File: src/hw/rtl/blg_pkg.sv
// ----------------------------------------------------------------------------
// blg_pkg
// shared types, constants and the bit-sliced life rule for the generation engine
// ----------------------------------------------------------------------------
package blg_pkg;

    localparam int WORD_W          = 64;
    localparam int ROW_W           = 8;
    localparam int WIDX_W          = 2;
    localparam int GRID_SIDE_DEF   = 256;
    localparam int ROW_WORDS_DEF   = 4;
    localparam int QUEUE_DEPTH     = 2;

    typedef enum logic [1:0] {
        CMD_WRITE = 2'd0,
        CMD_READ  = 2'd1,
        CMD_STEP  = 2'd2,
        CMD_CLEAR = 2'd3
    } cmd_t;

    typedef struct packed {
        cmd_t cmd;
        logic in_range;
    } req_hdr_t;

    typedef struct packed {
        logic init_busy;
    } blg_status_t;

    // one row of the neighborhood: center word plus wrap bits from the side words
    function automatic logic [WORD_W-1:0] west_vec(input logic [WORD_W-1:0] mid,
                                                   input logic west_bit);
        west_vec = {mid[WORD_W-2:0], west_bit};
    endfunction

    function automatic logic [WORD_W-1:0] east_vec(input logic [WORD_W-1:0] mid,
                                                   input logic east_bit);
        east_vec = {east_bit, mid[WORD_W-1:1]};
    endfunction

    function automatic logic [WORD_W-1:0] life_word(
        input logic [WORD_W-1:0] t_mid, input logic t_w, input logic t_e,
        input logic [WORD_W-1:0] c_mid, input logic c_w, input logic c_e,
        input logic [WORD_W-1:0] b_mid, input logic b_w, input logic b_e);
        logic [WORD_W-1:0] v [8];
        logic [WORD_W-1:0] c0;
        logic [WORD_W-1:0] c1;
        logic [WORD_W-1:0] c2;
        logic [WORD_W-1:0] k0;
        logic [WORD_W-1:0] k1;
        v[0] = west_vec(t_mid, t_w);
        v[1] = east_vec(t_mid, t_e);
        v[2] = t_mid;
        v[3] = west_vec(c_mid, c_w);
        v[4] = east_vec(c_mid, c_e);
        v[5] = west_vec(b_mid, b_w);
        v[6] = east_vec(b_mid, b_e);
        v[7] = b_mid;
        c0 = '0;
        c1 = '0;
        c2 = '0;
        for (int i = 0; i < 8; i++) begin
            k0 = c0 & v[i];
            c0 = c0 ^ v[i];
            k1 = c1 & k0;
            c1 = c1 ^ k0;
            c2 = c2 ^ k1;
        end
        life_word = (~c2 & c1 & c0) | (~c2 & c1 & ~c0 & c_mid);
    endfunction

endpackage

File: src/hw/rtl/blg_back.sv
// ----------------------------------------------------------------------------
// blg_back
// executes queued requests: word access, bank clear and the generation sweep
// ----------------------------------------------------------------------------
module blg_back #(
    parameter int GRID_SIDE = blg_pkg::GRID_SIDE_DEF,
    parameter int ROW_WORDS = blg_pkg::ROW_WORDS_DEF,
    parameter int AW        = $clog2(GRID_SIDE * ROW_WORDS)
) (
    input  logic                       aclk,
    input  logic                       aresetn,
    input  logic                       q_valid,
    output logic                       q_pop,
    input  blg_pkg::req_hdr_t          q_hdr,
    input  logic [AW-1:0]              q_addr,
    input  logic [blg_pkg::WORD_W-1:0] q_data,
    output blg_pkg::blg_status_t       stat,
    output logic                       ram_we_a,
    output logic                       ram_we_b,
    output logic [AW-1:0]              ram_waddr,
    output logic [blg_pkg::WORD_W-1:0] ram_wdata,
    output logic [AW-1:0]              ram_raddr,
    input  logic [blg_pkg::WORD_W-1:0] rdata_a,
    input  logic [blg_pkg::WORD_W-1:0] rdata_b,
    output logic                       m_valid,
    input  logic                       m_ready,
    output logic [blg_pkg::WORD_W-1:0] m_read_data,
    output logic [1:0]                 m_done_cmd
);

    localparam int BANK_WORDS = GRID_SIDE * ROW_WORDS;
    localparam int KW  = $clog2(GRID_SIDE + 2);
    localparam int CW  = (ROW_WORDS > 1) ? $clog2(ROW_WORDS) : 1;
    localparam int YW  = $clog2(GRID_SIDE);
    localparam int WW  = blg_pkg::WORD_W;

    typedef enum logic [2:0] {
        S_CLR,
        S_IDLE,
        S_RD,
        S_STEP,
        S_DRAIN1,
        S_DRAIN2
    } state_t;

    state_t          state_reg;
    logic            cur_reg;
    logic            init_reg;
    logic [AW-1:0]   clr_cnt_reg;
    logic [CW-1:0]   col_reg;
    logic [KW-1:0]   k_reg;
    logic [1:0]      ph_reg;
    logic            dv_reg;
    logic [1:0]      dph_reg;
    logic            demit_reg;
    logic [AW-1:0]   daddr_reg;
    logic            tmp_w_reg;
    logic [WW-1:0]   tmp_mid_reg;
    logic [WW-1:0]   t_mid_reg;
    logic            t_w_reg;
    logic            t_e_reg;
    logic [WW-1:0]   c_mid_reg;
    logic            c_w_reg;
    logic            c_e_reg;
    logic [WW-1:0]   b_mid_reg;
    logic            b_w_reg;
    logic            b_e_reg;
    logic            calc_valid_reg;
    logic [AW-1:0]   calc_addr_reg;
    logic            rd_inrange_reg;
    logic            m_valid_reg;
    logic [WW-1:0]   m_read_data_reg;
    logic [1:0]      m_done_reg;

    logic            out_free;
    logic [WW-1:0]   rdata;
    logic [YW-1:0]   ry;
    logic [CW-1:0]   wsel;
    logic [AW-1:0]   step_raddr;
    logic [AW-1:0]   step_oaddr;
    logic            we;
    logic            wbank;

    assign out_free    = !m_valid_reg || m_ready;
    assign q_pop       = (state_reg == S_IDLE) && q_valid && out_free;
    assign rdata       = cur_reg ? rdata_b : rdata_a;
    assign stat.init_busy = init_reg;
    assign m_valid     = m_valid_reg;
    assign m_read_data = m_read_data_reg;
    assign m_done_cmd  = m_done_reg;

    // row and word of the next neighborhood read, wrapping at the edges
    always_comb begin
        if (k_reg == '0) begin
            ry = YW'(GRID_SIDE - 1);
        end else if (32'(k_reg) == 32'(GRID_SIDE + 1)) begin
            ry = '0;
        end else begin
            ry = YW'(k_reg - KW'(1));
        end
        case (ph_reg)
            2'd0:    wsel = (col_reg == '0) ? CW'(ROW_WORDS - 1) : col_reg - CW'(1);
            2'd2:    wsel = (32'(col_reg) == 32'(ROW_WORDS - 1)) ? '0 : col_reg + CW'(1);
            default: wsel = col_reg;
        endcase
        step_raddr = AW'(32'(ry) * 32'(ROW_WORDS) + 32'(wsel));
        step_oaddr = AW'((32'(k_reg) - 32'd2) * 32'(ROW_WORDS) + 32'(col_reg));
    end

    always_comb begin
        we        = 1'b0;
        wbank     = cur_reg;
        ram_waddr = q_addr;
        ram_wdata = q_data;
        ram_raddr = (state_reg == S_IDLE) ? q_addr : step_raddr;
        if (state_reg == S_CLR) begin
            we        = 1'b1;
            ram_waddr = clr_cnt_reg;
            ram_wdata = '0;
        end else if (calc_valid_reg) begin
            we        = 1'b1;
            wbank     = !cur_reg;
            ram_waddr = calc_addr_reg;
            ram_wdata = blg_pkg::life_word(t_mid_reg, t_w_reg, t_e_reg,
                                           c_mid_reg, c_w_reg, c_e_reg,
                                           b_mid_reg, b_w_reg, b_e_reg);
        end else if (q_pop && q_hdr.cmd == blg_pkg::CMD_WRITE && q_hdr.in_range) begin
            we = 1'b1;
        end
        ram_we_a = we && !wbank;
        ram_we_b = we && wbank;
    end

    always_ff @(posedge aclk) begin
        if (!aresetn) begin
            state_reg      <= S_CLR;
            cur_reg        <= 1'b0;
            init_reg       <= 1'b1;
            clr_cnt_reg    <= '0;
            col_reg        <= '0;
            k_reg          <= '0;
            ph_reg         <= '0;
            dv_reg         <= 1'b0;
            calc_valid_reg <= 1'b0;
            m_valid_reg    <= 1'b0;
        end else begin
            if (m_valid_reg && m_ready) begin
                m_valid_reg <= 1'b0;
            end
            dv_reg         <= 1'b0;
            calc_valid_reg <= dv_reg && (dph_reg == 2'd2) && demit_reg;
            unique case (state_reg)
                S_CLR: begin
                    clr_cnt_reg <= clr_cnt_reg + AW'(1);
                    if (32'(clr_cnt_reg) == 32'(BANK_WORDS - 1)) begin
                        clr_cnt_reg <= '0;
                        state_reg   <= S_IDLE;
                        if (!init_reg) begin
                            m_valid_reg     <= 1'b1;
                            m_read_data_reg <= '0;
                            m_done_reg      <= blg_pkg::CMD_CLEAR;
                        end
                        init_reg <= 1'b0;
                    end
                end
                S_IDLE: begin
                    if (q_pop) begin
                        unique case (q_hdr.cmd)
                            blg_pkg::CMD_WRITE: begin
                                m_valid_reg     <= 1'b1;
                                m_read_data_reg <= '0;
                                m_done_reg      <= blg_pkg::CMD_WRITE;
                            end
                            blg_pkg::CMD_READ: begin
                                rd_inrange_reg <= q_hdr.in_range;
                                state_reg      <= S_RD;
                            end
                            blg_pkg::CMD_STEP: begin
                                col_reg   <= '0;
                                k_reg     <= '0;
                                ph_reg    <= '0;
                                state_reg <= S_STEP;
                            end
                            blg_pkg::CMD_CLEAR: begin
                                clr_cnt_reg <= '0;
                                state_reg   <= S_CLR;
                            end
                            default: ;
                        endcase
                    end
                end
                S_RD: begin
                    m_valid_reg     <= 1'b1;
                    m_read_data_reg <= rd_inrange_reg ? rdata : '0;
                    m_done_reg      <= blg_pkg::CMD_READ;
                    state_reg       <= S_IDLE;
                end
                S_STEP: begin
                    dv_reg    <= 1'b1;
                    dph_reg   <= ph_reg;
                    demit_reg <= (k_reg >= KW'(2));
                    daddr_reg <= step_oaddr;
                    if (ph_reg == 2'd2) begin
                        ph_reg <= '0;
                        if (32'(k_reg) == 32'(GRID_SIDE + 1)) begin
                            k_reg <= '0;
                            if (32'(col_reg) == 32'(ROW_WORDS - 1)) begin
                                state_reg <= S_DRAIN1;
                            end else begin
                                col_reg <= col_reg + CW'(1);
                            end
                        end else begin
                            k_reg <= k_reg + KW'(1);
                        end
                    end else begin
                        ph_reg <= ph_reg + 2'd1;
                    end
                end
                S_DRAIN1: begin
                    state_reg <= S_DRAIN2;
                end
                S_DRAIN2: begin
                    cur_reg         <= !cur_reg;
                    m_valid_reg     <= 1'b1;
                    m_read_data_reg <= '0;
                    m_done_reg      <= blg_pkg::CMD_STEP;
                    state_reg       <= S_IDLE;
                end
                default: state_reg <= S_IDLE;
            endcase
        end
        // neighborhood window, shifts down one row per three reads
        if (dv_reg) begin
            calc_addr_reg <= daddr_reg;
            case (dph_reg)
                2'd0: tmp_w_reg <= rdata[WW-1];
                2'd1: tmp_mid_reg <= rdata;
                default: begin
                    t_mid_reg <= c_mid_reg;
                    t_w_reg   <= c_w_reg;
                    t_e_reg   <= c_e_reg;
                    c_mid_reg <= b_mid_reg;
                    c_w_reg   <= b_w_reg;
                    c_e_reg   <= b_e_reg;
                    b_mid_reg <= tmp_mid_reg;
                    b_w_reg   <= tmp_w_reg;
                    b_e_reg   <= rdata[0];
                end
            endcase
        end
    end

endmodule

File: config.mk
export PLATFORM = sky130hd
export DESIGN_NAME = blg_back
export DESIGN_NICKNAME = d
export VERILOG_FILES = /design/src/hw/rtl/blg_pkg.sv /design/src/hw/rtl/blg_back.sv
export SDC_FILE = /design/constraint.sdc
export NUM_CORES = 1
export LEC_CHECK = 0
export ABC_CLOCK_PERIOD_IN_PS = 6400
export BUFFER_PORTS_ARGS = -buffer_cell sky130_fd_sc_hd__buf_2
export CAP_MARGIN = 10
export CORE_ASPECT_RATIO = 1.75
export CORE_MARGIN = 1.5
export CORE_UTILIZATION = 50
export DETAILED_ROUTE_END_ITERATION = 10
export PLACE_DENSITY = 0.76
export SLEW_MARGIN = 10
export SYNTH_ARGS = -nofsm -noshare
export SYNTH_HDL_FRONTEND = slang
export SYNTH_SLANG_ARGS = --single-unit
File: constraint.sdc
create_clock -name aclk -period 6.4 [get_ports aclk]
set_input_delay 0.64 -clock aclk [delete_from_list [all_inputs] [get_ports aclk]]
set_output_delay 0.64 -clock aclk [all_outputs]
set_load 0.02 [all_outputs]
==> impl_metrics.json <==
{
  "die_h_um": 323,
  "criticalPathCategory": "reg -> out",
  "cp.arrival_ns": 4.50,
  "post-route-period-util_pct": 80.3,
  "yosysSeqAreaShare_pct": 38.5,
  "power_density_mw_per_mm2": 158,
  "synthAdderAreaFrac_pct": 39.6,
  "r2r_start": "clr_cnt_reg[0]",
  "worstPathMaxFanout": 6,
  "whs_ns": 0.308,
  "gp_congestion": 0.858,
  "drc": 0,
  "cp_cell_sequence": "fa_1 -> ha_1 -> fa_1 -> ha_1 -> ha_1 -> ha_1 -> ha_1 -> xor2_1 -> xnor2_1 -> xnor2_1 -> o2111ai_1 -> a21oi_1 -> buf_2",
  "netlist.area_leader.share_pct": 36.3,
  "tightest_slew_ns": 1.04,
  "ys_ff_latch": 384,
  "ctsLongestPathBuffers": 3,
  "hp-class": "in -> reg",
  "fillCellCount": 4724,
  "synth_flop_cell": "edfxtp_1",
  "grt_max_degree": 102,
  "min_period_ns": 5.14,
  "fin_nets": 3540,
  "cap_violations": 0,
  "postSynthCellCount": 2128,
  "ant_nets": 0,
  "htreeDepth": 2,
  "mostFrequentLayoutCells": "ha_1, buf_2, edfxtp_1, xnor2_1, fa_1",
  "clk_latency_ns": 0.54,
  "fin_skew_ns": 0.0274,
  "rows": 117,
  "synth_enable_flop_cells": 353,
  "reg2reg_depth": 7,
  "drive_gt1_share_pct": 20.1,
  "via_per_inst": 5.52,
  "synth_area_leaders": "edfxtp_1, ha_1, fa_1",
  "leakage_nw": 14.5,
  "setup_tns_ns": 0,
  "max_slew_margin_pct": 31.0,
  "port_buffers": 363,
  "min_from": "q_hdr[0]",
  "async_reset_ff_share_pct": 0,
  "final_common_cell": "ha_1",
  "routedWlPerCell_um": 18.7,
  "hpwl_um": 46800,
  "post_cts_buffers": 0,
  "vdd_drop_max_mv": 0.239,
  "syn_area_per_cell_um2": 13.7,
  "drt_wl_total_um": 61600,
  "clock-sinks": 384,
  "yosys.area.top_type": "edfxtp_1",
  "path_buf_inv": 1,
  "ys_warn_count": 0,
  "holdBufCountCts": 0,
  "worst_setup_path_start_kind": "flop",
  "ys_types": 55,
  "via_count": 18163,
  "die_x_um": 186,
  "hold-path-cell-count": 1,
  "cts_resized": 0,
  "track_usage_pct": 21.2,
  "reg2reg_to": "m_read_data[25]",
  "slowest_delay_ns": 0.52,
  "start_util_pct": 50.3,
  "cts_tree": "done",
  "drv_slew": 0,
  "antenna_found_initial": 0,
  "synth_simple_gate_area_share_pct": 5.11,
  "cpLargestDelayFamily": "adder cells",
  "cp_slowest_cell": "edfxtp_1",
  "cts_buffers": 39,
  "grt_pass1_wl_um": 99700,
  "synthMuxAreaShare_pct": 2.92,
  "grt_pass1_vias": 20158,
  "area_delta_synth_final_pct": 13.7,
  "synth-compound-area-share_pct": 4.68,
  "synthXorXnorAreaFrac_pct": 8.29,
  "cts-root-buf": "clkbuf_16",
  "final_hold_viol_count": 0,
  "rsz0062_at_grt": "false",
  "critPathMostFrequentCell": "ha_1",
  "overflow": 0,
  "worstPathRequired_ns": 5.76,
  "drt-pass1-iter-count": 4,
  "ios": 364,
  "core-area_mm2": 0.0580,
  "clkTransAtPathRegs_ns": 0.06,
  "synth_top_family_by_area": "adder cells",
  "cp-end-kind": "output port",
  "setup_viol": 0,
  "min_to": "rd_inrange_reg",
  "synth_fp_nets": 3183,
  "dieArea_mm2": 0.0599,
  "synth_area_mm2": 0.0292,
  "reg2reg_slack_ns": 3.03,
  "status": "finished clean",
  "max_freq_ghz": 0.194,
  "drtIter0Drc": 637
}
-- cells in the mapped netlist (all sizes together) (14+ instances only) --
cell     number
edfxtp      353
clkbuf       48
nand2b       66
dfxtp        31
a21oi        96
mux2         64
xnor2       202
fa          128
nor2         54
o21ai        19
inv          14
xor2         74
ha          718
o2111ai      66
nand2        27
nor2b        69
-- how the worst max path moves through the flow --
stage / from / to / depth (start not counted)
2_1_floorplan: dv_reg / b_e_reg / 1
3_3_place_gp: t_mid_reg[22] / ram_wdata[23] / 13
3_5_place_dp: t_mid_reg[22] / ram_wdata[23] / 13
4_1_cts: t_mid_reg[22] / ram_wdata[23] / 13
5_1_grt: t_mid_reg[22] / ram_wdata[23] / 13
6_report: t_mid_reg[22] / ram_wdata[23] / 13
-- where the power goes --
group          internal (mW)  switching (mW)  total, mW  leakage, nW
Sequential              2.70         0.00234       2.71         3.44
Clock                   1.37            1.03       2.40        0.645
Combinational         0.0770          0.0533      0.130         10.4
Total                   4.15            1.08       5.23         14.5
-- worst register-to-register path: stages, from the launching register on --
cell and delay, ns:
dfxtp_1 0.40, ha_1 0.25, and3_1 0.20, nand3_1 0.13, o21a_1 0.29, nand2b_1 0.24, nor2_4 0.74, buf_4 0.65
-- stage by stage --
stage	power (mW)	instance area, um2	worst slack (ns)	std cells	util (%)
final	5.23	33200	1.26	3289	57.2
after floorplan	2.81	29200	0.689	2128	-
after CTS	5.29	33200	1.17	3288	57.2
after detailed placement	2.89	31800	1.77	3217	54.9
after global routing	5.38	33200	1.01	3288	57.2
after global placement	2.89	31800	1.80	3217	54.9
-- kinds of logic (layout without fill, tap and decap cells) --
logic type	Yosys count	in the layout
buffers and inverters	69	456
other	0	1
AOI/OAI and AO/OA	209	209
adders and majority gates	846	846
and+or+nand+nor	267	267
DFF	384	384
muxes	77	77
xor gates and xnor gates	276	276
-- routing by layer --
| metal | GRT usage, % | wire (um) |
|---|---|---|
| met4 | 7.58 | 1970 |
| met1 | 22.6 | 22900 |
| met2 | 41.9 | 34400 |
| met3 | 2.28 | 2350 |
| met5 | 0 | 0 |
-- cell type report --
| type | instances | area (um2) | area share, % |
|---|---|---|---|
| clock inverter | 21 | 236 | 0.713 |
| inverter | 14 | 52.6 | 0.158 |
| multi-input combinational | 1675 | 17700 | 53.4 |
| clock buffer | 50 | 1080 | 3.26 |
| antenna | 1 | 2.50 | 0.00755 |
| tap | 773 | 967 | 2.92 |
| timing repair buffer | 371 | 1890 | 5.70 |
| sequential | 384 | 11200 | 33.9 |
(Power assumes the default switching activity.)
